==> config.mk <==
export PLATFORM = sky130hd
export DESIGN_NAME = paf_lane
export DESIGN_NICKNAME = d
export VERILOG_FILES = /design/src/rtl/paf_pkg.sv /design/src/rtl/paf_lane.sv
export SDC_FILE = /design/constraint.sdc
export NUM_CORES = 1
export LEC_CHECK = 0
export BUFFER_PORTS_ARGS = -buffer_cell sky130_fd_sc_hd__buf_2
export CAP_MARGIN = 20
export CORE_ASPECT_RATIO = 1.25
export CORE_MARGIN = 5
export CORE_UTILIZATION = 38
export DETAILED_ROUTE_END_ITERATION = 8
export GPL_TIMING_DRIVEN = 0
export PLACE_DENSITY = 0.81
export SYNTH_ARGS = -nofsm -noshare
export SYNTH_HDL_FRONTEND = slang
export SYNTH_SLANG_ARGS = --single-unit
==> constraint.sdc <==
create_clock -name vclk -period 1.6
set_clock_uncertainty 0.2 [all_clocks]
set_input_delay 0.08 -clock vclk [all_inputs]
set_output_delay 0.08 -clock vclk [all_outputs]
set_load 0.005 [all_outputs]
==> src/rtl/paf_pkg.sv <==
`timescale 1ns / 1ps
// ----------------------------------------------------------------------------
// paf_pkg
// Shared types and codes for the Pareto archive filter.
// ----------------------------------------------------------------------------
package paf_pkg;

  // command codes
  localparam logic [1:0] CMD_OFFER = 2'd0;
  localparam logic [1:0] CMD_READ  = 2'd1;
  localparam logic [1:0] CMD_CLEAR = 2'd2;

  // classification codes
  localparam logic [2:0] CLS_DOMINATED  = 3'd0;
  localparam logic [2:0] CLS_EQUAL      = 3'd1;
  localparam logic [2:0] CLS_TRADEOFF   = 3'd2;
  localparam logic [2:0] CLS_DOM_SOME   = 3'd3;
  localparam logic [2:0] CLS_ALL_WEAK   = 3'd4;
  localparam logic [2:0] CLS_ALL_STRONG = 3'd5;

  // configuration register indexes (paddr[2])
  localparam logic REG_MINIMIZE_MODE = 1'b0;
  localparam logic REG_MAX_ENTRIES   = 1'b1;

  // per-objective comparison from one lane
  typedef struct packed {
    logic better;
    logic worse;
  } paf_cmp_t;

  // relation of candidate to one stored entry
  typedef enum logic [2:0] {
    REL_STRONG,
    REL_WEAK,
    REL_EQUAL,
    REL_TRADE,
    REL_WDOM,
    REL_SDOM
  } paf_rel_t;

endpackage

==> src/rtl/paf_lane.sv <==
`timescale 1ns / 1ps
// ----------------------------------------------------------------------------
// paf_lane
// Compares one objective of the candidate with the stored entry.
// ----------------------------------------------------------------------------
module paf_lane import paf_pkg::*; #(
  parameter int VAL_WIDTH = 32
) (
  input  logic                 minimize_mode,
  input  logic [VAL_WIDTH-1:0] cand_val,
  input  logic [VAL_WIDTH-1:0] entry_val,
  output paf_cmp_t             cmp
);

  logic same;
  logic less;

  // signed compare; "better" follows the optimisation direction
  assign same       = (cand_val == entry_val);
  assign less       = ($signed(cand_val) < $signed(entry_val));
  assign cmp.better = !same && (less == minimize_mode);
  assign cmp.worse  = !same && (less != minimize_mode);

endmodule

# [Word level (Yosys, flattened, before mapping)]
# Index checks and enable logic that the tools add are counted.
[totals] ff_bits=0 input_bits=65
[op_classes] n_lt_le_gt_ge=1 eq_ne=3 n_reduce_logical=3
[op_table] cell="32-bit equality test" n=1
[op_table] cell="32-bit less-than comparator" n=1
[op_table] cell="1-bit logical AND" n=2
[op_table] cell="1-bit equality test" n=1
[op_table] cell="1-bit zero test" n=1
[op_table] cell="1-bit != test" n=1

# [Logic depth before layout (Yosys ltp)]
[logic_depth] depth_word=3 depth_mapped=8

# [Least setup slack after synthesis]
# OpenSTA, ideal clock, no wires.
[synth_timing] kind="input-to-output" start="in entry_val[14]" end="out cmp[0] (netlist name)" arrival_ns=1.501 t_required_ns=1.320 setup_slack_ns=-0.181 path_stages=8 path_buffers=0 cell_sequence="inv_1 > ha_1 > a21oi_2 > nand2_1 > a221o_1 > o31ai_2 > o211ai_2 > mux2i_1"
[synth_rtl] element="start, declared" line="paf_lane.sv:11" text="input logic [VAL_WIDTH-1:0] entry_val,"
[synth_rtl] element="end, declared" line="paf_lane.sv:12" text="output paf_cmp_t cmp"

==> impl_metrics.yaml <==
status:
  status: "finished with violations"
  violations: "negative setup slack"
route:
  drt-vias-per-instance: 4.87
  drtIter0Drc: 2
  post_drt_wl_per_cell_um: 11.2
  vias: 1047
  first_pass_iters: 3
  drc: 0
  wl_um: 2410
  antenna_left: 0
die:
  dieArea_mm2: 0.00330
  fp.dieH_um: 63.0
  num_rows: 19
  coreArea_mm2: 0.00219
  ios: 67
  die_x_um: 52.4
  initial_core_util_pct: 39.1
synth:
  synth-seq-area-share_pct: 0
  synth.area.top_cells: "ha_1 (47%), inv_1 (14%), a21oi_1 (4.7%)"
  avgSynthCellArea_um2: 7.50
  synthCells: 114
  syn-cell-area_um2: 855
  yosysTopAreaCellShare_pct: 46.9
  syn-num-nets: 211
  synth.yosys.warnings: 0
  synth_largest_area_cell: "ha_1"
  synth.distinct_cells: 24
finish:
  design.seq.count: 0
  layout_common_cells: "buf_2 (57), inv_1 (19), ha_1 (19)"
  final_core_utilization_pct: 70.0
  fin_nets: 283
  stdcell_count: 215
  final_common_cell: "buf_2"
  antenna_cells: 0
  area_growth_pct: 79.2
  n_clock_buffer: 0
  seq_area_um2: 0
  layout-drive-gt1-share_pct: 58.2
  layout.filler_cells: 189
sta:
  fmax_mhz: 508
  hold_slack_ps: 390
  hold_viol: 0
  grt_setup_unrepaired: "true"
  tns_ps: -730
  finalSetupViolCount: 2
  worstMarginPinSlew_ps: 326
  timing.final.crit_share_pct: 123
  relSlewSlack_pct: 78.3
  worst_slack_ps: -367
  drv_slew: 0
  fin_crit_ps: 1970
grt:
  overflow: 0
  grt_util_all_layers_pct: 14.0
  grt_pass1_wl_um: 3810
  grt_max_degree: 4
  grt_pass1_vias: 1080
  grt_antenna_before_repair: 0
critical_path:
  worstPathMaxFanout: 2
  cp.required_ps: 1320
  worst_ep_arrival_time_ps: 1690
  end_kind: "output pin"
  path_class: "primary input to output pin"
  cp-start-kind: "primary input"
power:
  power_density_mw_per_mm2: 244
  leakagePower_uw: 0.000849
  peakVddDrop_mv: 0.137
  power.total_uw: 373
placed_design:
  place_congestion: 0.701
  dp.cells: 212
  dp_hpwl_um: 2250
  io_buffers: 67
cts:
  hold_buffers: 0
hold_path:
  min_to: "cmp[0]"
  hold_start: "minimize_mode"
  hold_depth: 5
  hold_path.class: "primary input to output pin"
job:
  maxCapViolations: 0
## worst max-delay path: stages
cell and delay, ps:
buf_4 130, inv_12 30, ha_4 220, and2_4 150
a221o_1 330, a221oi_2 280, o211ai_2 150, mux2i_1 180
buf_2 140
## layer usage
metal  up-vias  GRT usage (%)  wire (µm)
met5         -              0          0
met4         0              0          0
met3         0          0.716        212
met2        40           31.4       1410
met1       467           13.2        784
li1        540              -          -
## synth_stat cells (2+ instances only)
cell and instances:
nand4_1 3, nand2_1 7, a221o_1 2, nor2_1 2, o21ai_0 2, ha_1 32
a21oi_1 8, a21o_1 4, and4_1 4, mux2i_1 2, nand3_1 4, inv_1 32
## kinds of logic after synthesis
kind of cell	after synthesis	share of synthesized area, %
and+or+nand+nor	24	15.5
muxes	2	2.34
adders and majority gates	32	46.9
AOI/OAI and AO/OA	23	20.2
buffers and inverters	32	14.1
xor gates and xnor gates	1	1.03
## how the worst max path moves through the flow
stage | from | end | cells after the start
4_1_cts | entry_val[11] | cmp[1] | 10
6_report | entry_val[27] | cmp[1] | 9
3_5_place_dp | entry_val[8] | cmp[1] | 10
2_1_floorplan | entry_val[27] | cmp[0] | 7
5_1_grt | cand_val[7] | cmp[0] | 9
3_3_place_gp | entry_val[27] | cmp[0] | 9
## report_power, final
part / internal (µW) / total (µW) / leakage [µW] / switching [µW]
clock network: 0 / 0 / 0 / 0
logic: 208 / 373 / 0.000849 / 165
registers: 0 / 0 / 0 / 0
## timing repair
item                                    4_1_cts  5_1_grt
cloned                                        0        0
buffers inserted                              2        1
gates resized for setup                       9       10
endpoints found under the setup margin        2        2
pin swaps                                     9       10
## layout make-up
type                            instances  area [µm²]  share of cell area, %
Timing Repair Buffer                   70         417                   27.2
Multi-Input combinational cell         82         931                   60.8
Inverter                               32         145                   9.48
Tap cell                               31        38.8                   2.53
## metrics by stage
stage | instance area, µm² | setup WS [ps]
final | 1530 | -367
after global routing | 1530 | -434
after CTS | 1480 | -414
after detailed placement | 1420 | -448
after global placement | 1420 | -378
after floorplan | 1040 | -30.7
No activity file was read; power rests on OpenSTA's default activity.
